[config.mk]
export PLATFORM = sky130hd
export DESIGN_NAME = mbd_fifo
export DESIGN_NICKNAME = d
export VERILOG_FILES = /design/src/hdl/mbd_pkg.sv /design/src/hdl/mbd_fifo.sv
export SDC_FILE = /design/constraint.sdc
export NUM_CORES = 1
export LEC_CHECK = 0
export BUFFER_PORTS_ARGS = -buffer_cell sky130_fd_sc_hd__buf_2
export CORE_MARGIN = 5
export CORE_UTILIZATION = 50
export DETAILED_ROUTE_END_ITERATION = 16
export PLACE_DENSITY_LB_ADDON = 0.08
export SLEW_MARGIN = 10
export SYNTH_ARGS = -nofsm -noshare
export SYNTH_HDL_FRONTEND = slang
export SYNTH_SLANG_ARGS = --single-unit
[constraint.sdc]
create_clock -name clk -period 3.9 [get_ports clk]
set_input_delay 0.39 -clock clk [delete_from_list [all_inputs] [get_ports clk]]
set_output_delay 0.39 -clock clk [all_outputs]
set_load 0.01 [all_outputs]
[src/hdl/mbd_pkg.sv]
// Shared constants, codes and types of the mipmap box downsampler.
package mbd_pkg;

	localparam int BYTE_W = 8;
	localparam int LANES = 4;
	localparam int LANE_W = 9;
	localparam int PAIR_W = LANES * LANE_W;
	localparam int CFG_ADDR_W = 2;
	localparam int CFG_DATA_W = 13;
	localparam int DIM_W = 13;
	localparam int CHAN_CNT_W = 3;
	localparam int LINE_ADDR_W = 13;
	localparam int QUEUE_DEPTH = 4;
	localparam int DEF_MAX_WIDTH = 4096;
	localparam int DEF_MAX_CHANNELS = 4;
	localparam int RESET_DIM = 256;
	localparam int RESET_BPP = 4;

	typedef logic [CFG_ADDR_W-1:0] cfg_addr_t;

	localparam cfg_addr_t CFG_SRC_WIDTH = CFG_ADDR_W'(0);
	localparam cfg_addr_t CFG_SRC_HEIGHT = CFG_ADDR_W'(1);
	localparam cfg_addr_t CFG_BYTES_PER_PIXEL = CFG_ADDR_W'(2);

	typedef enum logic [1:0] {
		OP_WRITE,
		OP_EMIT,
		OP_EMIT_LINE
	} mbd_op_t;

	typedef struct packed {
		mbd_op_t op;
		logic [LINE_ADDR_W-1:0] addr;
		logic [PAIR_W-1:0] sum;
		logic [PAIR_W-1:0] other;
		logic [1:0] shift;
		logic last;
	} mbd_job_t;

endpackage

[src/hdl/mbd_fifo.sv]
// Short job queue that decouples the front end from the line store back end.
module mbd_fifo import mbd_pkg::*; (
	input logic clk,
	input logic arst_n,
	input logic push_valid,
	input mbd_job_t push_job,
	output logic push_ready,
	output logic pop_valid,
	output mbd_job_t pop_job,
	input logic pop_ready
);

	localparam int QPW = $clog2(QUEUE_DEPTH);

	mbd_job_t slot_q [QUEUE_DEPTH];
	logic [QPW-1:0] wr_q;
	logic [QPW-1:0] rd_q;
	logic [QPW:0] cnt_q;
	logic do_push;
	logic do_pop;

	assign push_ready = (cnt_q != (QPW+1)'(QUEUE_DEPTH));
	assign pop_valid = (cnt_q != '0);
	assign pop_job = slot_q[rd_q];
	assign do_push = push_valid && push_ready;
	assign do_pop = pop_valid && pop_ready;

	always_ff @(posedge clk) begin
		if (do_push) begin
			slot_q[wr_q] <= push_job;
		end
	end

	always_ff @(posedge clk or negedge arst_n) begin
		if (!arst_n) begin
			wr_q <= '0;
			rd_q <= '0;
			cnt_q <= '0;
		end else begin
			if (do_push) begin
				wr_q <= wr_q + QPW'(1);
			end
			if (do_pop) begin
				rd_q <= rd_q + QPW'(1);
			end
			if (do_push && !do_pop) begin
				cnt_q <= cnt_q + (QPW+1)'(1);
			end else if (do_pop && !do_push) begin
				cnt_q <= cnt_q - (QPW+1)'(1);
			end
		end
	end

endmodule

==> results.toml, run 1 <==
[timing]
rsz0062_at_grt = "false"
final_max_slew_viol_count = 0
worst_pin_slew_ns = 0.817
fin_hold_ws_ns = 0.0933
clock_skew_ns = 0.00694
finalSetupTns_ns = 0
min_period_ns = 2.83
setup-violations-final = 0
hold_violations = 0
post-route-period-util_pct = 72.6
max_freq_mhz = 353
relSlewSlack_pct = 45.5

[routing]
ant_nets = 0
dr.pass1.iters = 4
routedWlPerCell_um = 22.7
wl_um = 24700
vias_per_cell = 5.49
first_iter_violations = 323
via_count = 5973
drc = 0

[setup_path]
critical_path_buf_inv_count = 2
crit_fanout = 22
path_class = "reg2out"
r2r-end = "slot_q[0][63]$_DFFE_PP_"
crit_arrival_ns = 2.44
rr_startpoint = "cnt_q[0]$_DFFE_PN0P_"
reg2regPathDepth = 4
crit_family = "flip-flops"
cp.required_ns = 3.51
rrSetupSlack_ns = 1.57
crit_chain = "buf_4 -> mux4_2 -> buf_2"
path_depth = 3
critPathSlowestCell = "dfrtp_4"
worstSetupEndpointType = "output pin"
start_kind = "flip-flop"
cpPeakStageDelay_ns = 0.71

[cts]
ctsResizeCount = 0
cts_htree_levels = 2
cts_tree = "done"
clockBufferDepth = 3
postCtsSetupRepairBufs = 0
cts_inserted_buffers = 37
clkSinkCount = 367
clk_pin_slew_worst_paths_ns = 0.06
cts-root-buf = "clkbuf_16"
clk-insertion-delay-late_ns = 0.51

[yosys]
yosys_register_bits = 367
ys_seq_area_share_pct = 82.0
syn_inst = 505
ys_warn_count = 0
synth_nets = 605
synth_top_area_share_pct = 80.7
syn_area_sq_um = 13400
synth_area_leaders = "edfxtp_1 (81%), mux4_2 (15%), dfrtp_1 (1.3%), buf_6 (0.76%), ha_1 (0.47%)"
postSynthAreaPerCell_sq_um = 26.5
ys_types = 18
yosysTopAreaCell = "edfxtp_1"

[grt]
grt_start_max_net_pins = 52
grt_usage_pct = 16.5
grt_first_pass_wirelength_um = 38300
overflow = 0
grt_pass1_vias = 6704
antenna_found_initial = 5

[floorplanning]
die_height_um = 174
rows = 60
io_pins = 186
dieWidth_um = 174
initial_core_util_pct = 50.3
dieArea_sq_um = 30200
core_area_sq_um = 26700

[place]
hpwlAfterDp_um = 14900
gp_congestion = 0.725
io_buffers = 185
dp.cells = 1023

[layout]
regArea_sq_um = 11000
nets = 822
final_core_util_pct = 59.5
fillCellCount = 1890
synthToLayoutAreaGrowth_pct = 18.4
fin_cells = 1088
drive_gt1_share_pct = 45.7
multi_input_area_sq_um = 2260

[power_and_ir_drop]
leakage_uw = 0.00541
peakVddDrop_uv = 525
power_density_nw_per_um2 = 766

[flow_run]
maxCapViolations = 0

[hold_path]
min_to = "slot_q[3][77]$_DFFE_PP_"
hold-path-cell-count = 1
min_from = "push_job[77]"
holdCritPathClass = "in2reg"

[status]
outcome = "finished, final reports clean"
through the flow:
stage	area [sq um]	power (uW)	setup WS [ns]
3_3_place_gp	14800	9080	1.51
2_1_floorplan	13400	7840	0.577
6_report	15900	12100	1.07
4_1_cts	15900	12400	0.938
5_1_grt	15900	12800	0.851
3_5_place_dp	14800	9140	1.50
cells in the final DEF (no fill, tap or decap), types with 3 or more instances in the layout:
cell       synthesis  routed
edfxtp_1         360     360
buf_2             10     185
mux4_2            90      90
clkbuf_16          0      39
clkbuf_1           0      11
buf_4              1       8
clkinv_1           0       7
ha_1               5       5
dfrtp_1            7       5
and2_4             0       4
xnor2_1            4       4
clkinv_2           0       4
buf_12             0       4
inv_1              3       3
power by group:
part	switching (uW)	leakage (uW)	internal (uW)
combinational	1760	0.00150	1600
clock	1330	0.000539	1890
sequential	358	0.00338	5220
registers in the layout (all words and copies together) (netlist names):
name / flops
cnt_q: 3
rd_q: 2
slot_q: 360
wr_q: 2
worst register-to-register path: cells and delay by family, from the launching register on:
family                 cells  cell delay (ns)
DFF                        1             0.42
and+or+nand+nor            2             0.79
buffers and inverters      1             0.41
AOI/OAI and AO/OA          1             0.33
timing repair:
| item | CTS | global route |
|---|---|---|
| endpoints found under the setup margin | 0 | 0 |
| hold buffers | 1 | 0 |
| hold endpoints to repair | 7 | 0 |
Yosys cell counts (all sizes together):
| cell type | count |
|---|---|
| mux2 | 2 |
| and2 | 4 |
| nand2 | 2 |
| edfxtp | 360 |
| fa | 1 |
| xnor2 | 4 |
| ha | 5 |
| dfrtp | 7 |
| buf | 20 |
| nand3 | 1 |
| mux4 | 90 |
| nor2 | 2 |
| inv | 3 |
| xor2 | 2 |
| a21boi | 1 |
| or3 | 1 |
how the worst max path moves through the flow:
stage | slack [ns] | start | to
4_1_cts | 0.94 | rd_q[0]$_DFFE_PN0P_ | pop_job[72]
2_1_floorplan | 0.58 | cnt_q[0]$_DFFE_PN0P_ | slot_q[0][0]$_DFFE_PP_
6_report | 1.07 | rd_q[0]$_DFFE_PN0P_ | pop_job[72]
5_1_grt | 0.85 | rd_q[0]$_DFFE_PN0P_ | pop_job[72]
3_5_place_dp | 1.50 | rd_q[0]$_DFFE_PN0P_ | pop_job[72]
3_3_place_gp | 1.51 | rd_q[0]$_DFFE_PN0P_ | pop_job[59]
per-layer routing:
metal,track usage [%],up-vias,share of wire (%),wire length [um]
li1,-,2613,-,-
met5,0,-,0.23,56
met1,21.9,3124,41,10200
met2,27.2,179,50,12300
met4,4.12,10,1.7,422
met3,5.04,47,6.9,1710
logic make-up after synthesis:
kind of cell               Yosys count  share of synthesized area (%)
buffers and inverters               23                           1.27
xor gates and xnor gates             6                          0.392
AOI/OAI and AO/OA                    1                         0.0840
muxes                               92                           15.3
adders and majority gates            6                          0.616
DFF                                367                           82.0
and+or+nand+nor                     10                          0.383
layout make-up:
type / count / share of cell area, %
Clock inverter: 13 / 0.536
Sequential cell: 367 / 69.3
Antenna cell: 1 / 0.0158
Multi-Input combinational cell: 115 / 14.2
Tap cell: 341 / 2.69
Timing Repair Buffer: 198 / 6.78
Inverter: 3 / 0.0710
Clock buffer: 50 / 6.41
Power figures use the tool's default switching activity.
==> run 2: changes to the inputs <==
Settings changed: ABC_AREA from default to 1.
Clock period 3.9 ns to 2.7 ns, I/O delays scaled along.
==> run 2 against run 1 <==
Critical endpoint is now pop_job[85]. Worst setup slack lost 0.83 ns. Global-route usage grew 0.82 points. Core utilization grew 3.1 points. Cell count grew 66%. Die area grew 9.4%. Power grew 57%. Sequential share of layout area shrank 8.7 points. Via count grew 48%. Register-to-register slack lost 0.99 ns. Routed wire length grew 16%. Largest cell class unchanged. Synthesized cell count grew 120%. Critical path depth grew 3. Largest power group unchanged.
==> results.toml, run 2 <==
[yosys]
synth_edf_count = 360
synth_top_area_share_pct = 73.3
ys_types = 18
synth_area_leaders = "edfxtp_1 (73%), o211ai_1 (9.2%), nand2_1 (7.3%), inv_1 (4.9%), buf_6 (1.7%)"
synth_nets = 1208
syn_inst = 1108
syn_area_sq_um = 14700
synth_xor_area_share_pct = 0.0594
yosysTopAreaCell = "edfxtp_1"
muxShareOfSynthArea_pct = 0
synth_compound_area_share_pct = 9.20
yosys_register_bits = 367
synthAdderAreaFrac_pct = 0.560
synth_top_family_by_area = "compound AO/OA/AOI/OAI gates"
synthTopCellsByCount = "edfxtp_1 (360), nand2_1 (287), inv_1 (194)"
synth-async-reset-ratio_pct = 1.91
synthFlopType = "edfxtp_1"
postSynthAreaPerCell_sq_um = 13.3
ys_seq_area_share_pct = 74.5
synth-simple-area-share_pct = 7.69
synth.most_common_cell = "edfxtp_1"
ys_warn_count = 0

[layout]
largest_register_ffs = 360
drive_gt1_share_pct = 18.9
final_area_sq_um = 18100
layout_common_cells = "edfxtp_1 (360), nand2_1 (287), inv_1 (194), buf_2 (185), o211ai_1 (180)"
final_common_cell = "edfxtp_1"
largest-register = "slot_q"
top_regs = "slot_q: 360 flops, cnt_q: 3 flops"
synthToLayoutAreaGrowth_pct = 23.0
nets = 1487

[timing]
setup-violations-final = 0
max_freq_mhz = 406
hold_violations = 0
worst_pin_slew_ns = 0.583
final_max_slew_viol_count = 0
min_period_ns = 2.46
rsz0062_at_grt = "false"
relSlewSlack_pct = 61.1
layout_setup_ws_ns = 0.237
post-route-period-util_pct = 91.2
clock_skew_ns = 0.0112

[routing]
routedWlPerCell_um = 15.9
dr.pass1.iters = 5
wl_um = 28700
first_iter_violations = 380
ant_nets = 0
vias_per_cell = 4.91
drc = 0
via_count = 8858

[grt]
grt_start_max_net_pins = 92
overflow = 0
grt_pass1_vias = 8617
antenna_found_initial = 2
grt_usage_pct = 17.3
grt_first_pass_wirelength_um = 45500

[setup_path]
critPathLaunch = "rd_q[0]$_DFFE_PN0P_"
path_class = "reg2out"
rrSetupSlack_ns = 0.58
cp.required_ns = 2.43
crit_arrival_ns = 2.19
rr_startpoint = "cnt_q[0]$_DFFE_PN0P_"
worstSetupEndpointType = "output pin"
crit_fanout = 86
start_kind = "flip-flop"

[cts]
cts_tree = "done"
cts_inserted_buffers = 39
clockBufferDepth = 3
clk_pin_slew_worst_paths_ns = 0.05
cts_htree_levels = 2
clkSinkCount = 367
clk-insertion-delay-late_ns = 0.51
ctsResizeCount = 0
cts-root-buf = "clkbuf_16"

[power_and_ir_drop]
power_density_nw_per_um2 = 1050
finalPower_uw = 19100
swShare_pct = 34.4
leakage_uw = 0.00735
p_clk_share_pct = 25.0
seqPwrFrac_pct = 40.6
switching_power_uw = 6550
peakVddDrop_uv = 779
intPower_uw = 12500
p_comb_share_pct = 34.4

[floorplanning]
io_pins = 186
dieWidth_um = 182
core_area_sq_um = 28900
die_height_um = 182
initial_core_util_pct = 50.9
dieArea_sq_um = 33000
rows = 62

[place]
gp_congestion = 0.776
io_buffers = 185
hpwlAfterDp_um = 16400
placed_area_sq_um = 16100
dp_slack_ns = 0.576

[flow_run]
maxCapViolations = 0

[hold_path]
holdCritPathClass = "in2reg"
min_from = "push_job[16]"

[status]
outcome = "finished, final reports clean"
## run 2: cell types whose count changed in the layout (fill, tap and decap cells not counted), moves of 9 or more
cell,previous run,this run
clkinv_2,4,13
dlygate4sd3_1,1,90
inv_1,3,194
buf_12,4,13
o211ai_1,0,180
mux4_2,90,0
nand2_1,2,287
## run 2: path summary, 6_finish.rpt
check                      cells after the start                       to
max                                            6              pop_job[85]
min                                            1  slot_q[1][16]$_DFFE_PP_
max reg2reg                                    9     cnt_q[1]$_DFFE_PN0P_
min reg2reg                                    2     cnt_q[2]$_DFFE_PN0P_
max in group asynchronous                      2      rd_q[1]$_DFFE_PN0P_
min in group asynchronous                      2     cnt_q[0]$_DFFE_PN0P_
## run 2: final cells by class
| cell class | instances | area [sq um] |
|---|---|---|
| diodes | 2 | 5.00 |
| multi-input cells | 487 | 2610 |
| well taps | 384 | 480 |
| fillers | 2243 | 10800 |
| repair buffers | 296 | 2150 |
| inverters | 196 | 744 |
| clock inverters | 25 | 150 |
| flip-flops and latches | 367 | 11000 |
| clock buffers | 46 | 1000 |
## run 2: critical path, stage by stage, from the launching register on
cell and delay [ns]:
dfrtp_1 0.45, inv_8 0.40, buf_12 0.32, nand2_1 0.09
o211ai_1 0.10, nand2_1 0.11, buf_2 0.15
## run 2: power groups by stage
stage	registers [uW]	clock network, uW	logic (uW)
2_1_floorplan	7870	0	4300
3_3_place_gp	7830	0	6530
3_5_place_dp	7850	0	6600
4_1_cts	7730	4910	6730
5_1_grt	7810	5180	7350
6_report	7730	4770	6550
## run 2: cell families (layout without fill, tap and decap cells)
| group | after synthesis | after routing |
|---|---|---|
| DFF | 367 | 367 |
| and+or+nand+nor | 299 | 299 |
| buffers and inverters | 254 | 563 |
| other | 0 | 2 |
| AOI/OAI and AO/OA | 181 | 181 |
| adders and majority gates | 6 | 6 |
| xor gates and xnor gates | 1 | 1 |
## run 2: what timing repair did
item	in CTS	in global routing
hold buffers	90	0
setup buffers	0	0
setup endpoints to repair	0	0
endpoints found under the hold margin	363	0
## run 2: through the flow
| stage | utilization (%) | cells | setup TNS [ns] | hold WS [ns] |
|---|---|---|---|---|
| after global routing | 62.7 | 1803 | 0 | 0.0102 |
| after floorplan | - | 1108 | -340.02 | -0.0256 |
| after global placement | 55.5 | 1640 | 0 | 0.122 |
| after detailed placement | 55.5 | 1640 | 0 | 0.122 |
| after CTS | 62.6 | 1801 | 0 | 0.00495 |
| final | 62.7 | 1803 | 0 | 0.0183 |
## run 2: per-layer routing
layer  global-route usage [%]  share of wire, %
met1                     23.8                45
met2                     28.7                48
met3                     3.72               6.0
met4                     3.99               1.5
met5                        0                 0
==> run 3: changes to the inputs <==
Settings changed: PLACE_DENSITY from default to 0.72, PLACE_DENSITY_LB_ADDON 0.08 to default.
==> run 3 against run 2 <==
Critical path type unchanged. Sequential power is essentially flat. Fmax grew 0.93%. Sequential share of layout area shrank 0.53 points. Clock skew grew 0.0079 ns. Worst hold slack gained 0.024 ns. Die area is the same. Combinational power is essentially flat. Clock-buffer cell count grew 1. Worst setup slack gained 0.023 ns.
==> results.toml, run 3 (same netlist as run 2, synthesis figures left out) <==
[status]
outcome = "finished, final reports clean"

[timing]
max_freq_mhz = 410
clock_skew_ns = 0.0191
rsz0062_at_grt = "false"
relSlewSlack_pct = 59.9
min_period_ns = 2.44
hold_violations = 0
final_max_slew_viol_count = 0
post-route-period-util_pct = 90.4
worst_pin_slew_ns = 0.599
layout_setup_ws_ns = 0.259
setup-violations-final = 0

[setup_path]
critPathLaunch = "rd_q[0]$_DFFE_PN0P_"
rr_startpoint = "cnt_q[0]$_DFFE_PN0P_"
crit_chain = "inv_8 -> buf_4 -> nand2_1 -> o211ai_1 -> nand2_1 -> buf_2"
crit_family = "buffers and inverters"
path_depth = 6
reg2regPathDepth = 9
rrSetupSlack_ns = 0.56
worstSetupEndpointType = "output pin"
critPathSlowestCell = "dfrtp_1"
r2r-end = "cnt_q[1]$_DFFE_PN0P_"
crit_end = "pop_job[22]"
crit_arrival_ns = 2.17
start_kind = "flip-flop"
cp.required_ns = 2.43
crit_fanout = 75
critical_path_buf_inv_count = 3
path_common_cell = "nand2_1"
cpPeakStageDelay_ns = 0.45
path_class = "reg2out"

[place]
gp_congestion = 0.746
io_buffers = 185
placed_area_sq_um = 16100
dp_slack_ns = 0.575
hpwlAfterDp_um = 16900

[routing]
ant_nets = 0
via_count = 8952
first_iter_violations = 589
routedWlPerCell_um = 16.0
drc = 0
dr.pass1.iters = 5
wl_um = 28700
vias_per_cell = 4.97

[layout]
nets = 1486
top_regs = "slot_q: 360 flops, cnt_q: 3 flops"
drive_gt1_share_pct = 18.9
final_area_sq_um = 18300
largest-register = "slot_q"
layout_common_cells = "edfxtp_1 (360), nand2_1 (287), inv_1 (194), buf_2 (185), o211ai_1 (180)"
synthToLayoutAreaGrowth_pct = 24.1
largest_register_ffs = 360
final_common_cell = "edfxtp_1"
antenna_cells = 0

[cts]
clkSinkCount = 367
clk_pin_slew_worst_paths_ns = 0.06
cts_inserted_buffers = 38
postCtsSetupRepairBufs = 0
cts_htree_levels = 2
clk-insertion-delay-late_ns = 0.51
ctsResizeCount = 0
clockBufferDepth = 3
cts_tree = "done"
cts-root-buf = "clkbuf_16"

[grt]
grtUsageMet2_pct = 30.0
grt_start_max_net_pins = 92
top_usage_layer = "met2"
grt_usage_pct = 17.2
grt_pass1_vias = 8902
overflow = 0
grt_first_pass_wirelength_um = 45700
grt_use_met3_pct = 3.12
antenna_found_initial = 0
gr-usage-met1_pct = 22.5

[floorplanning]
die_height_um = 182
rows = 62
dieWidth_um = 182
core_area_sq_um = 28900
initial_core_util_pct = 50.9
io_pins = 186
dieArea_sq_um = 33000

[hold_path]
holdCritPathClass = "in2reg"

[power_and_ir_drop]
leakage_uw = 0.00740
power_density_nw_per_um2 = 1060
peakVddDrop_uv = 634

[flow_run]
maxCapViolations = 0
-- run 3: how the worst min path moves through the flow --
stage / from / end / slack, ns / depth (start not counted)
floorplan: arst_n / cnt_q[0]$_DFFE_PN0P_ / -0.03 / 0
finish: push_valid / wr_q[1]$_DFFE_PN0P_ / 0.04 / 3
global route: push_valid / wr_q[1]$_DFFE_PN0P_ / 0.06 / 3
global placement: arst_n / cnt_q[1]$_DFFE_PN0P_ / 0.11 / 1
CTS: push_valid / wr_q[1]$_DFFE_PN0P_ / 0.03 / 3
detailed placement: arst_n / wr_q[1]$_DFFE_PN0P_ / 0.12 / 1
-- run 3: power by group --
part           total [uW]  switching [uW]  internal, uW
clock                5170            2030          3150
combinational        6530            4260          2270
sequential           7740             258          7480
-- run 3: cell type report --
class	count	area, sq um
sequential	367	11000
fill	2118	10600
multi-input combinational	487	2610
timing repair buffer	296	2200
clock buffer	47	1050
inverter	196	744
tap	384	480
clock inverter	23	215
-- run 3: tightest hold or removal path, cell delays in order --
cell and delay (ns):
buf_2 0.10, nand3_1 0.07, nand2_1 0.06
-- run 3: routing by layer --
metal	routed length [um]	share of wire, %
met1	12200	42
met2	14400	50
met3	1700	5.9
met4	447	1.6
met5	0	0
-- run 3: repair_timing --
| item | in CTS | in global routing |
|---|---|---|
| endpoints found under the setup margin | 0 | 0 |
| hold endpoints to repair | 366 | 0 |
| hold buffers | 91 | 0 |
-- run 3: metrics by stage --
step / hold WS (ns) / util [%] / instances / power [uW] / TNS (ns)
after global placement: 0.114 / 55.7 / 1639 / 14200 / 0
after floorplan: -0.0256 / - / 1108 / 12200 / -340.02
after CTS: 0.0296 / 63.2 / 1800 / 19700 / 0
after detailed placement: 0.116 / 55.7 / 1639 / 14400 / 0
after global routing: 0.0613 / 63.2 / 1800 / 20700 / 0
final: 0.0420 / 63.2 / 1800 / 19400 / 0
