==> config.mk <==
export PLATFORM = sky130hd
export DESIGN_NAME = mbd_front_flat
export DESIGN_NICKNAME = d
export VERILOG_FILES = /design/src/hdl/mbd_pkg.sv /design/src/hdl/mbd_ifs.sv /design/src/hdl/mbd_front.sv /design/src/flat_wrapper.sv
export SDC_FILE = /design/constraint.sdc
export NUM_CORES = 1
export LEC_CHECK = 0
export BUFFER_PORTS_ARGS = -buffer_cell sky130_fd_sc_hd__buf_2
export CAP_MARGIN = 0
export CORE_MARGIN = 3
export CORE_UTILIZATION = 58
export CTS_BUF_LIST = sky130_fd_sc_hd__clkbuf_8
export DETAILED_ROUTE_END_ITERATION = 6
export PLACE_DENSITY = 0.93
export SLEW_MARGIN = 20
export SYNTH_ARGS = -nofsm -noshare
export SYNTH_HDL_FRONTEND = slang
export SYNTH_SLANG_ARGS = --single-unit
==> constraint.sdc <==
create_clock -name clk -period 4.66 [get_ports clk]
set_clock_uncertainty 0.05 [all_clocks]
set_input_delay 0.699 -clock clk [delete_from_list [all_inputs] [get_ports clk]]
set_output_delay 0.699 -clock clk [all_outputs]
set_load 0.02 [all_outputs]
==> src/hdl/mbd_pkg.sv <==
// Shared constants, codes and types of the mipmap box downsampler.
package mbd_pkg;

	localparam int BYTE_W = 8;
	localparam int LANES = 4;
	localparam int LANE_W = 9;
	localparam int PAIR_W = LANES * LANE_W;
	localparam int CFG_ADDR_W = 2;
	localparam int CFG_DATA_W = 13;
	localparam int DIM_W = 13;
	localparam int CHAN_CNT_W = 3;
	localparam int LINE_ADDR_W = 13;
	localparam int QUEUE_DEPTH = 4;
	localparam int DEF_MAX_WIDTH = 4096;
	localparam int DEF_MAX_CHANNELS = 4;
	localparam int RESET_DIM = 256;
	localparam int RESET_BPP = 4;

	typedef logic [CFG_ADDR_W-1:0] cfg_addr_t;

	localparam cfg_addr_t CFG_SRC_WIDTH = CFG_ADDR_W'(0);
	localparam cfg_addr_t CFG_SRC_HEIGHT = CFG_ADDR_W'(1);
	localparam cfg_addr_t CFG_BYTES_PER_PIXEL = CFG_ADDR_W'(2);

	typedef enum logic [1:0] {
		OP_WRITE,
		OP_EMIT,
		OP_EMIT_LINE
	} mbd_op_t;

	typedef struct packed {
		mbd_op_t op;
		logic [LINE_ADDR_W-1:0] addr;
		logic [PAIR_W-1:0] sum;
		logic [PAIR_W-1:0] other;
		logic [1:0] shift;
		logic last;
	} mbd_job_t;

endpackage

==> src/hdl/mbd_ifs.sv <==
// Handshake interfaces for the pixel, result and register write channels.
interface mbd_pix_if import mbd_pkg::*; ();
	logic valid;
	logic ready;
	logic [BYTE_W-1:0] channel_0;
	logic [BYTE_W-1:0] channel_1;
	logic [BYTE_W-1:0] channel_2;
	logic [BYTE_W-1:0] channel_3;

	modport source(output valid, channel_0, channel_1, channel_2, channel_3, input ready);
	modport sink(input valid, channel_0, channel_1, channel_2, channel_3, output ready);
endinterface


interface mbd_cfg_if import mbd_pkg::*; ();
	logic valid;
	logic ready;
	logic [CFG_ADDR_W-1:0] addr;
	logic [CFG_DATA_W-1:0] data;

	modport source(output valid, addr, data, input ready);
	modport sink(input valid, addr, data, output ready);
endinterface

==> src/hdl/mbd_front.sv <==
// Front end: register file, raster counters, pair accumulator and job classification.
module mbd_front import mbd_pkg::*; #(
	parameter int MAX_WIDTH = DEF_MAX_WIDTH,
	parameter int MAX_CHANNELS = DEF_MAX_CHANNELS
) (
	input logic clk,
	input logic arst_n,
	mbd_pix_if.sink pixel,
	mbd_cfg_if.sink cfg,
	output logic job_valid,
	output mbd_job_t job,
	input logic job_ready
);

	localparam int WCW = $clog2(MAX_WIDTH + 1);
	localparam int XW = $clog2(MAX_WIDTH);
	localparam int W_RST = (RESET_DIM < MAX_WIDTH) ? RESET_DIM : MAX_WIDTH;
	localparam int N_RST = (RESET_BPP < MAX_CHANNELS) ? RESET_BPP : MAX_CHANNELS;

	logic [WCW-1:0] w_q;
	logic [DIM_W-1:0] h_q;
	logic [CHAN_CNT_W-1:0] n_q;
	logic [XW-1:0] x_q;
	logic [DIM_W-1:0] y_q;
	logic [PAIR_W-1:0] acc_q;

	logic [BYTE_W-1:0] chan [LANES];
	logic [PAIR_W-1:0] pix;
	logic [PAIR_W-1:0] pair_sum;
	logic wide;
	logic tall;
	logic last;
	logic accept;
	logic cfg_wr;
	logic cfg_hit;
	logic col_end;
	logic row_end;
	logic emit;
	logic acc_load;
	logic [WCW-1:0] ox;
	logic [WCW-1:0] ox_end;
	logic [DIM_W-1:0] oy;
	logic [DIM_W-1:0] oy_end;
	logic [WCW-1:0] w_clamp;
	logic [DIM_W-1:0] h_clamp;
	logic [CHAN_CNT_W-1:0] n_raw;
	logic [CHAN_CNT_W-1:0] n_clamp;

	assign cfg.ready = 1'b1;
	assign cfg_wr = cfg.valid && cfg.ready;
	assign pixel.ready = job_ready;
	assign accept = pixel.valid && pixel.ready;

	assign chan[0] = pixel.channel_0;
	assign chan[1] = pixel.channel_1;
	assign chan[2] = pixel.channel_2;
	assign chan[3] = pixel.channel_3;

	always_comb begin
		pix = '0;
		for (int c = 0; c < LANES; c++) begin
			if (CHAN_CNT_W'(c) < n_q) begin
				pix[c*LANE_W +: LANE_W] = LANE_W'(chan[c]);
			end
		end
	end

	assign pair_sum = acc_q + pix;
	assign wide = (w_q != WCW'(1));
	assign tall = (h_q != DIM_W'(1));
	assign ox = wide ? WCW'(x_q >> 1) : '0;
	assign ox_end = wide ? (w_q >> 1) - WCW'(1) : '0;
	assign oy = tall ? (y_q >> 1) : '0;
	assign oy_end = tall ? (h_q >> 1) - DIM_W'(1) : '0;
	assign last = (ox == ox_end) && (oy == oy_end);
	assign col_end = (WCW'(x_q) == w_q - WCW'(1));
	assign row_end = (y_q == h_q - DIM_W'(1));

	always_comb begin
		job.op = OP_EMIT;
		job.addr = LINE_ADDR_W'(x_q >> 1);
		job.sum = pix;
		job.other = acc_q;
		job.shift = 2'd1;
		job.last = last;
		emit = 1'b0;
		acc_load = 1'b0;
		if (!wide && !tall) begin
			emit = 1'b1;
			job.other = '0;
			job.shift = 2'd0;
		end else if (wide && tall) begin
			if (!x_q[0]) begin
				acc_load = 1'b1;
			end else begin
				emit = 1'b1;
				job.sum = pair_sum;
				job.shift = 2'd2;
				job.op = y_q[0] ? OP_EMIT_LINE : OP_WRITE;
			end
		end else if ((wide && !x_q[0]) || (!wide && !y_q[0])) begin
			acc_load = 1'b1;
		end else begin
			emit = 1'b1;
		end
	end

	assign job_valid = accept && emit;

	always_comb begin
		n_raw = cfg.data[CHAN_CNT_W-1:0];
		if (cfg.data == '0) begin
			w_clamp = WCW'(1);
			h_clamp = DIM_W'(1);
		end else begin
			w_clamp = (int'(cfg.data) > MAX_WIDTH) ? WCW'(MAX_WIDTH) : WCW'(cfg.data);
			h_clamp = DIM_W'(cfg.data);
		end
		if (n_raw == '0) begin
			n_clamp = CHAN_CNT_W'(1);
		end else if (int'(n_raw) > MAX_CHANNELS) begin
			n_clamp = CHAN_CNT_W'(MAX_CHANNELS);
		end else begin
			n_clamp = n_raw;
		end
		cfg_hit = (cfg.addr == CFG_SRC_WIDTH) || (cfg.addr == CFG_SRC_HEIGHT) ||
			(cfg.addr == CFG_BYTES_PER_PIXEL);
	end

	always_ff @(posedge clk or negedge arst_n) begin
		if (!arst_n) begin
			w_q <= WCW'(W_RST);
			h_q <= DIM_W'(RESET_DIM);
			n_q <= CHAN_CNT_W'(N_RST);
			x_q <= '0;
			y_q <= '0;
			acc_q <= '0;
		end else if (cfg_wr) begin
			unique case (cfg.addr)
				CFG_SRC_WIDTH: begin
					w_q <= w_clamp;
				end
				CFG_SRC_HEIGHT: begin
					h_q <= h_clamp;
				end
				CFG_BYTES_PER_PIXEL: begin
					n_q <= n_clamp;
				end
				default: begin
				end
			endcase
			if (cfg_hit) begin
				x_q <= '0;
				y_q <= '0;
				acc_q <= '0;
			end
		end else if (accept) begin
			if (acc_load) begin
				acc_q <= pix;
			end
			x_q <= col_end ? '0 : x_q + XW'(1);
			if (col_end) begin
				y_q <= row_end ? '0 : y_q + DIM_W'(1);
			end
		end
	end

endmodule

==> src/flat_wrapper.sv <==
// flat-port wrapper written by rule: the top's interface ports become plain ports
module mbd_front_flat import mbd_pkg::*;
#(
	parameter int MAX_WIDTH = DEF_MAX_WIDTH,
	parameter int MAX_CHANNELS = DEF_MAX_CHANNELS
)
  (clk, arst_n, job_valid, job, job_ready, pixel_valid, pixel_channel_0, pixel_channel_1, pixel_channel_2, pixel_channel_3, pixel_ready, cfg_valid, cfg_addr, cfg_data, cfg_ready);
  mbd_pix_if pixel_i ();
  mbd_cfg_if cfg_i ();
  input logic clk;
  input logic arst_n;
  output logic job_valid;
  output mbd_job_t job;
  input logic job_ready;
  input wire logic [$bits(pixel_i.valid)-1:0] pixel_valid;
  input wire logic [$bits(pixel_i.channel_0)-1:0] pixel_channel_0;
  input wire logic [$bits(pixel_i.channel_1)-1:0] pixel_channel_1;
  input wire logic [$bits(pixel_i.channel_2)-1:0] pixel_channel_2;
  input wire logic [$bits(pixel_i.channel_3)-1:0] pixel_channel_3;
  output wire logic [$bits(pixel_i.ready)-1:0] pixel_ready;
  input wire logic [$bits(cfg_i.valid)-1:0] cfg_valid;
  input wire logic [$bits(cfg_i.addr)-1:0] cfg_addr;
  input wire logic [$bits(cfg_i.data)-1:0] cfg_data;
  output wire logic [$bits(cfg_i.ready)-1:0] cfg_ready;
  assign pixel_i.valid = pixel_valid;
  assign pixel_i.channel_0 = pixel_channel_0;
  assign pixel_i.channel_1 = pixel_channel_1;
  assign pixel_i.channel_2 = pixel_channel_2;
  assign pixel_i.channel_3 = pixel_channel_3;
  assign pixel_ready = pixel_i.ready;
  assign cfg_i.valid = cfg_valid;
  assign cfg_i.addr = cfg_addr;
  assign cfg_i.data = cfg_data;
  assign cfg_ready = cfg_i.ready;
  mbd_front #(.MAX_WIDTH(MAX_WIDTH), .MAX_CHANNELS(MAX_CHANNELS)) u_core (.clk(clk), .arst_n(arst_n), .pixel(pixel_i), .cfg(cfg_i), .job_valid(job_valid), .job(job), .job_ready(job_ready));
endmodule
==> results of run 1 <==
-- what timing repair did --
item	CTS	global route
setup endpoints to repair	0	2
buffers inserted	0	0
hold buffers	0	0
endpoints found under the hold margin	0	0
gates resized for setup	0	3
-- sequential cells by signal (all words and copies together), names as in the netlist --
| signal | cells |
|---|---|
| u_core.y_q | 13 |
| u_core.x_q | 12 |
| u_core.w_q | 13 |
| u_core.acc_q | 32 |
| u_core.h_q | 13 |
| u_core.n_q | 3 |
-- cells in the mapped netlist, types with 30 or more instances --
| master | number | area, µm² |
|---|---|---|
| o21ai_0 | 32 | 160.2 |
| xnor2_1 | 46 | 402.9 |
| clkbuf_1 | 44 | 165.2 |
| nor2_1 | 45 | 168.9 |
| ha_1 | 34 | 425.4 |
| xor2_1 | 30 | 262.8 |
| nand2_1 | 121 | 454.2 |
| inv_1 | 49 | 183.9 |
| o21ai_1 | 35 | 175.2 |
| dfrtp_1 | 83 | 2077 |
| and2_1 | 37 | 231.5 |
| a21oi_1 | 55 | 275.3 |
-- worst max-delay path, delay by kind of cell, from the launching register on --
kind                       cells  cell delay [ns]
xor gates and xnor gates       1             0.13
adders and majority gates      2             0.63
DFF                            1             0.47
buffers and inverters          2             0.26
AOI/OAI and AO/OA              5             1.23
and+or+nand+nor                3             0.66
-- cells in the final DEF (no fill, tap or decap), drive strengths merged, types with 5 or more instances in the layout --
| cell | count |
|---|---|
| buf | 145 |
| nand2 | 122 |
| dfrtp | 83 |
| o21ai | 69 |
| a21oi | 55 |
| inv | 50 |
| xnor2 | 46 |
| nor2 | 45 |
| and2 | 37 |
| ha | 34 |
| o31ai | 33 |
| xor2 | 30 |
| and3 | 22 |
| nor3 | 20 |
| nand2b | 18 |
| mux2 | 18 |
| nand3 | 16 |
| a32oi | 13 |
| nor3b | 13 |
| a31oi | 13 |
| a22o | 13 |
| a21o | 11 |
| clkbuf | 10 |
| nor4 | 9 |
| nand4 | 7 |
| nor2b | 7 |
| conb | 7 |
| or3 | 7 |
| maj3 | 6 |
| a211oi | 6 |
| or4 | 5 |
| o211ai | 5 |
-- power by group through the flow --
stage          clock, W  sequential, W  combinational [W]
2_1_floorplan         0       0.000899           0.000878
3_3_place_gp          0       0.000970            0.00106
3_5_place_dp          0       0.000976            0.00109
4_1_cts        0.000549       0.000962            0.00110
5_1_grt        0.000578       0.000982            0.00122
6_report       0.000539       0.000967            0.00111
-- per-layer routing --
metal	vias up	share of wire, %	global-route usage (%)
li1	3506	-	-
met1	3493	42	35.07
met2	363	47	42.86
met3	69	7.8	3.508
met4	0	3.5	12.54
met5	-	0	0
-- cell type report --
class	instances	area, µm²
fill	1032	4318
tap	172	215.2
timing repair buffer	145	748.2
sequential	86	2156
inverter	50	187.7
antenna	2	5.005
clock inverter	6	61.31
clock buffer	10	137.6
multi-input combinational	739	4893
-- logic make-up (layout without fill, tap and decap cells) --
logic type | after synthesis | count (layout) | share of synthesized area (%)
XOR/XNOR | 76 | 76 | 8.717
AND/OR/NAND/NOR | 343 | 343 | 23.17
other | 2 | 9 | 0.09835
buffers and inverters | 134 | 211 | 8.209
adder cells (fa/ha/maj) | 42 | 42 | 6.882
AO/OA/AOI/OAI | 252 | 252 | 21.91
multiplexers | 19 | 19 | 2.785
flip-flops | 86 | 86 | 28.23
-- through the flow --
stage / cells / power (W) / setup WS [ns] / hold WS, ns
CTS: 1208 / 0.002610 / 0.1414 / 0.3286
global route: 1210 / 0.002782 / 0.005184 / 0.3540
finish: 1210 / 0.002618 / 0.1622 / 0.3069
global placement: 1192 / 0.002033 / 0.7094 / 0.4374
detailed placement: 1192 / 0.002069 / 0.6086 / 0.4417
floorplan: 959 / 0.001777 / 0.5525 / 0.3534
-- worst max path at each step --
stage | from | end | slack (ns) | cells past startpoint
after floorplan | u_core.n_q[2] | job[63] | 0.55 | 14
after global routing | u_core.n_q[2] | job[46] | 0.005 | 13
after CTS | u_core.n_q[2] | job[46] | 0.14 | 13
after detailed placement | u_core.n_q[2] | job[46] | 0.61 | 13
final | u_core.n_q[2] | job[46] | 0.16 | 13
after global placement | u_core.n_q[2] | job[46] | 0.71 | 13
==> results_dict.tcl, run 1 <==
set metrics [dict create \
    status "finished, violations left" \
    violations "DRC" \
    cts_sinks 86 \
    drt_first_pass_iters 7 \
    switchingPower_w 0.001088 \
    slew_violations 0 \
    rr_endpoint "u_core.y_q[10]" \
    postPlaceCellArea_um2 8188 \
    row_count 41 \
    crit_required_ns 3.91 \
    clk_latency_ns 0.37 \
    rsz0062_at_grt "no" \
    setup_viol_count_final 0 \
    period_needed_ns 4.498 \
    yosysWarnings 0 \
    grt_pass1_wl_um 31570 \
    cts_root_buf "clkbuf_8" \
    routabilityCongestion 0.9656 \
    dp_hpwl_um 14460 \
    synth_seq_cells 86 \
    initial_utilization_pct 60.02 \
    path_cells "or3_1 -> nand2_1 -> inv_1 -> ha_1 -> a21o_1 -> a221oi_1 -> o22ai_1 -> maj3_1 -> a2111oi_2 -> nor3_1 -> xnor2_1 -> o21ai_1 -> buf_2" \
    cts_max_level 3 \
    p_clk_share_pct 20.6 \
    hold_path_class "primary input to asynchronous set/reset pin" \
    seqPwrFrac_pct 36.9 \
    io_buffer_count 137 \
    share_comb_of_total_power_pct 42.5 \
    synth_ff_type "dfrtp_1" \
    viasPerCell 6.141 \
    cts_inserted_buffers 9 \
    cts_tree "done" \
    path_class "flop to output pin" \
    critPathMaxStageDelay_ns 0.47 \
    async_flop_share_pct 100.0 \
    p_leak_nw 3.997 \
    netlist_area_um2 7636 \
    synth_edf_count 0 \
    clock.fmax_mhz 222.3 \
    final_area_um2 8404 \
    die_x_um 120.7 \
    synth_cells 954 \
    ios 145 \
    timing.rr.start "u_core.h_q[0]" \
    ir_drop_v 0.0002104 \
    fp.dieH_um 120.7 \
    p_int_w 0.001530 \
    overflow 0 \
    critPathArrivalTime_ns 3.75 \
    grt_pass1_vias 6590 \
    core_um2 12720 \
    hold_viol 0 \
    p_per_area_nw_per_um2 311.5 \
    area_growth_pct 10.06 \
    fin_util_pct 66.06 \
    r2r_setup_slack_ns 0.81 \
    switching_share_pct 41.56 \
    grt_antenna_before_repair 2 \
    post-route-drc-count 1 \
    startpoint_type "flop" \
    period_share_pct 96.52 \
    wl_per_cell_um 16.30 \
    synth_cell_types 75 \
    clk_pin_slew_worst_paths_ns 0.08 \
    path_max_fanout 15 \
    fin_nets 1119 \
    tns_ns 0 \
    ant_nets 0 \
    die-area_um2 14580 \
    r2r_cells 8 \
    vias 7431 \
    drt_wl_total_um 19720 \
    slew_headroom_pct 46.80 \
    cp-end-kind "output pin" \
    grt_usage_pct 26.44 \
    drive_gt1_share_pct 19.98 \
    cts_buffer_depth 2 \
    worst_slew_pin_slew_ns 0.7980 \
    yosysSeqAreaShare_pct 28.23 \
    crit_path_top_delay_cell "dfstp_2" \
    maxCapViolations 0 \
    syn_avg_cell_area_um2 8.004 \
    grt_max_degree 65 \
    drt_iter0_markers 678 \
]
No activity file was read; power rests on OpenSTA's default activity.
==> inputs of run 2 (changes only) <==
--- a/config.mk
+++ b/config.mk
@@ -12,6 +12,7 @@
 export CTS_BUF_LIST = sky130_fd_sc_hd__clkbuf_8
 export DETAILED_ROUTE_END_ITERATION = 6
 export PLACE_DENSITY = 0.93
+export REMOVE_ABC_BUFFERS = 1
 export SLEW_MARGIN = 20
 export SYNTH_ARGS = -nofsm -noshare
 export SYNTH_HDL_FRONTEND = slang
==> run 2 against run 1 <==
The run now ends clean. Largest cell class unchanged. Critical path depth unchanged. Design area decreased by 0.37%. Via count decreased by 1.5%. Global-route usage increased by 0.38 points. Sequential share of layout area increased by 0.096 points. Core utilization decreased by 0.25 points. Critical path type unchanged.
==> results_dict.tcl, run 2 (synthesis gave the netlist of run 1 again) <==
set metrics [dict create \
    status "finished clean" \
    r2r_setup_slack_ns 1.22 \
    io_buffer_count 137 \
    clk_latency_ns 0.37 \
    cts_tree "done" \
    rr_endpoint "u_core.y_q[6]" \
    dp_hpwl_um 14840 \
    period_share_pct 95.51 \
    wl_per_cell_um 16.61 \
    n_antenna_cell 0 \
    critPathMaxStageDelay_ns 0.47 \
    row_count 41 \
    rsz0062_at_grt "no" \
    ant_nets 0 \
    cts_buffer_depth 2 \
    worstPathBufferInverterCount 2 \
    grt_pass1_vias 6738 \
    fin_nets 1118 \
    setup_viol_count_final 0 \
    layout_commonest_cell "buf_2" \
    routabilityCongestion 0.9599 \
    grt_use_met3_pct 3.555 \
    ir_drop_v 0.0002303 \
    drt_wl_total_um 20050 \
    startpoint_type "flop" \
    tns_ns 0 \
    cp-end-kind "output pin" \
    p_leak_nw 3.987 \
    worst_slew_pin_slew_ns 0.8015 \
    path_cells "or3_4 -> nand2_1 -> inv_1 -> ha_1 -> a21o_1 -> a221oi_1 -> o22ai_1 -> maj3_1 -> a2111oi_2 -> nor3_1 -> xnor2_1 -> o21ai_1 -> buf_2" \
    crit_family "compound AO/OA/AOI/OAI gates" \
    crit_path_top_delay_cell "or3_4" \
    path_class "flop to output pin" \
    cts_max_level 3 \
    postPlaceCellArea_um2 8180 \
    grt_usage_pct 26.82 \
    clk_pin_slew_worst_paths_ns 0.08 \
    critPathArrivalTime_ns 3.70 \
    p_per_area_nw_per_um2 304.4 \
    grt_antenna_before_repair 0 \
    mostFrequentLayoutCells "136 x buf_2, 121 x nand2_1, 83 x dfrtp_1, 55 x a21oi_1, 52 x inv_1" \
    drt_iter0_markers 789 \
    die_x_um 120.7 \
    drt_first_pass_iters 5 \
    area_growth_pct 9.651 \
    timing.rr.start "u_core.h_q[0]" \
    maxCapViolations 0 \
    cts_root_buf "clkbuf_8" \
    drive_gt1_share_pct 19.81 \
    cts_inserted_buffers 9 \
    post-route-drc-count 0 \
    grt_max_degree 87 \
    vias 7322 \
    slew_violations 0 \
    r2r_cells 9 \
    dp.cells 1191 \
    period_needed_ns 4.451 \
    slew_headroom_pct 46.57 \
    path_max_fanout 15 \
    die-area_um2 14580 \
    met2_usage_pct 44.01 \
    initial_utilization_pct 60.02 \
    largest_reg_flops 32 \
    hold_path_class "primary input to asynchronous set/reset pin" \
    grt_busiest_layer "met2" \
    clock.fmax_mhz 224.7 \
    viasPerCell 6.066 \
    ios 145 \
    cts_sinks 86 \
    top_register "u_core.acc_q" \
    fin_hold_ws_ns 0.3188 \
    overflow 0 \
    fin_cells 1207 \
    crit_required_ns 3.91 \
    core_um2 12720 \
    hold_viol 0 \
    final_area_um2 8373 \
    fp.dieH_um 120.7 \
    met1_usage_pct 35.77 \
    grt_pass1_wl_um 32040 \
]
-- run 2: cell types whose count changed in the layout (fill, tap and decap cells not counted) --
cell | before | now
buf_4 | 9 | 7
or3_1 | 6 | 5
clkinv_2 | 3 | 1
a21o_2 | 0 | 1
a21o_1 | 11 | 10
bufinv_16 | 1 | 0
or3_4 | 1 | 2
diode_2 | 2 | 0
inv_1 | 49 | 52
buf_6 | 0 | 1
-- run 2: routing by layer --
metal	wire length, µm	vias up
li1	-	3498
met1	8660	3410
met2	9252	354
met3	1488	60
met4	643	0
met5	0	-
-- run 2: report_power, final --
group,internal (W),total (W),switching [W]
sequential,0.000826,0.000968,0.000142
combinational,0.000442,0.00111,0.000664
clock,0.000203,0.000475,0.000272
total,0.00147,0.00255,0.00108
-- run 2: area by class of cell --
type / count / area, µm²
inverter: 50 / 187.7
sequential: 86 / 2156
timing repair buffer: 144 / 744.5
clock buffer: 10 / 137.6
clock inverter: 6 / 32.53
fill: 1084 / 4349
multi-input combinational: 739 / 4900
tap: 172 / 215.2
-- run 2: repair_timing --
action                                  4_1_cts  5_1_grt
buffers inserted                              0        0
endpoints found under the setup margin        0        2
hold buffers                                  0        0
resized for setup                             0        5
-- run 2: worst max path at each step --
stage / start / endpoint / slack [ns] / cells past startpoint
global placement: u_core.n_q[2] / job[46] / 0.58 / 13
detailed placement: u_core.n_q[2] / job[63] / 0.45 / 14
global route: u_core.n_q[2] / job[46] / 0.002 / 13
finish: u_core.n_q[2] / job[46] / 0.21 / 13
floorplan: u_core.n_q[2] / job[63] / 0.60 / 13
CTS: u_core.n_q[2] / job[63] / 0.04 / 14
-- run 2: through the flow --
stage          worst slack [ns]  util, %  total power (W)
2_1_floorplan            0.6004        -         0.001731
3_3_place_gp             0.5794    64.30         0.002030
3_5_place_dp             0.4519    64.30         0.002068
4_1_cts                 0.03641    65.64         0.002544
5_1_grt                0.001966    65.81         0.002714
6_report                 0.2091    65.81         0.002548
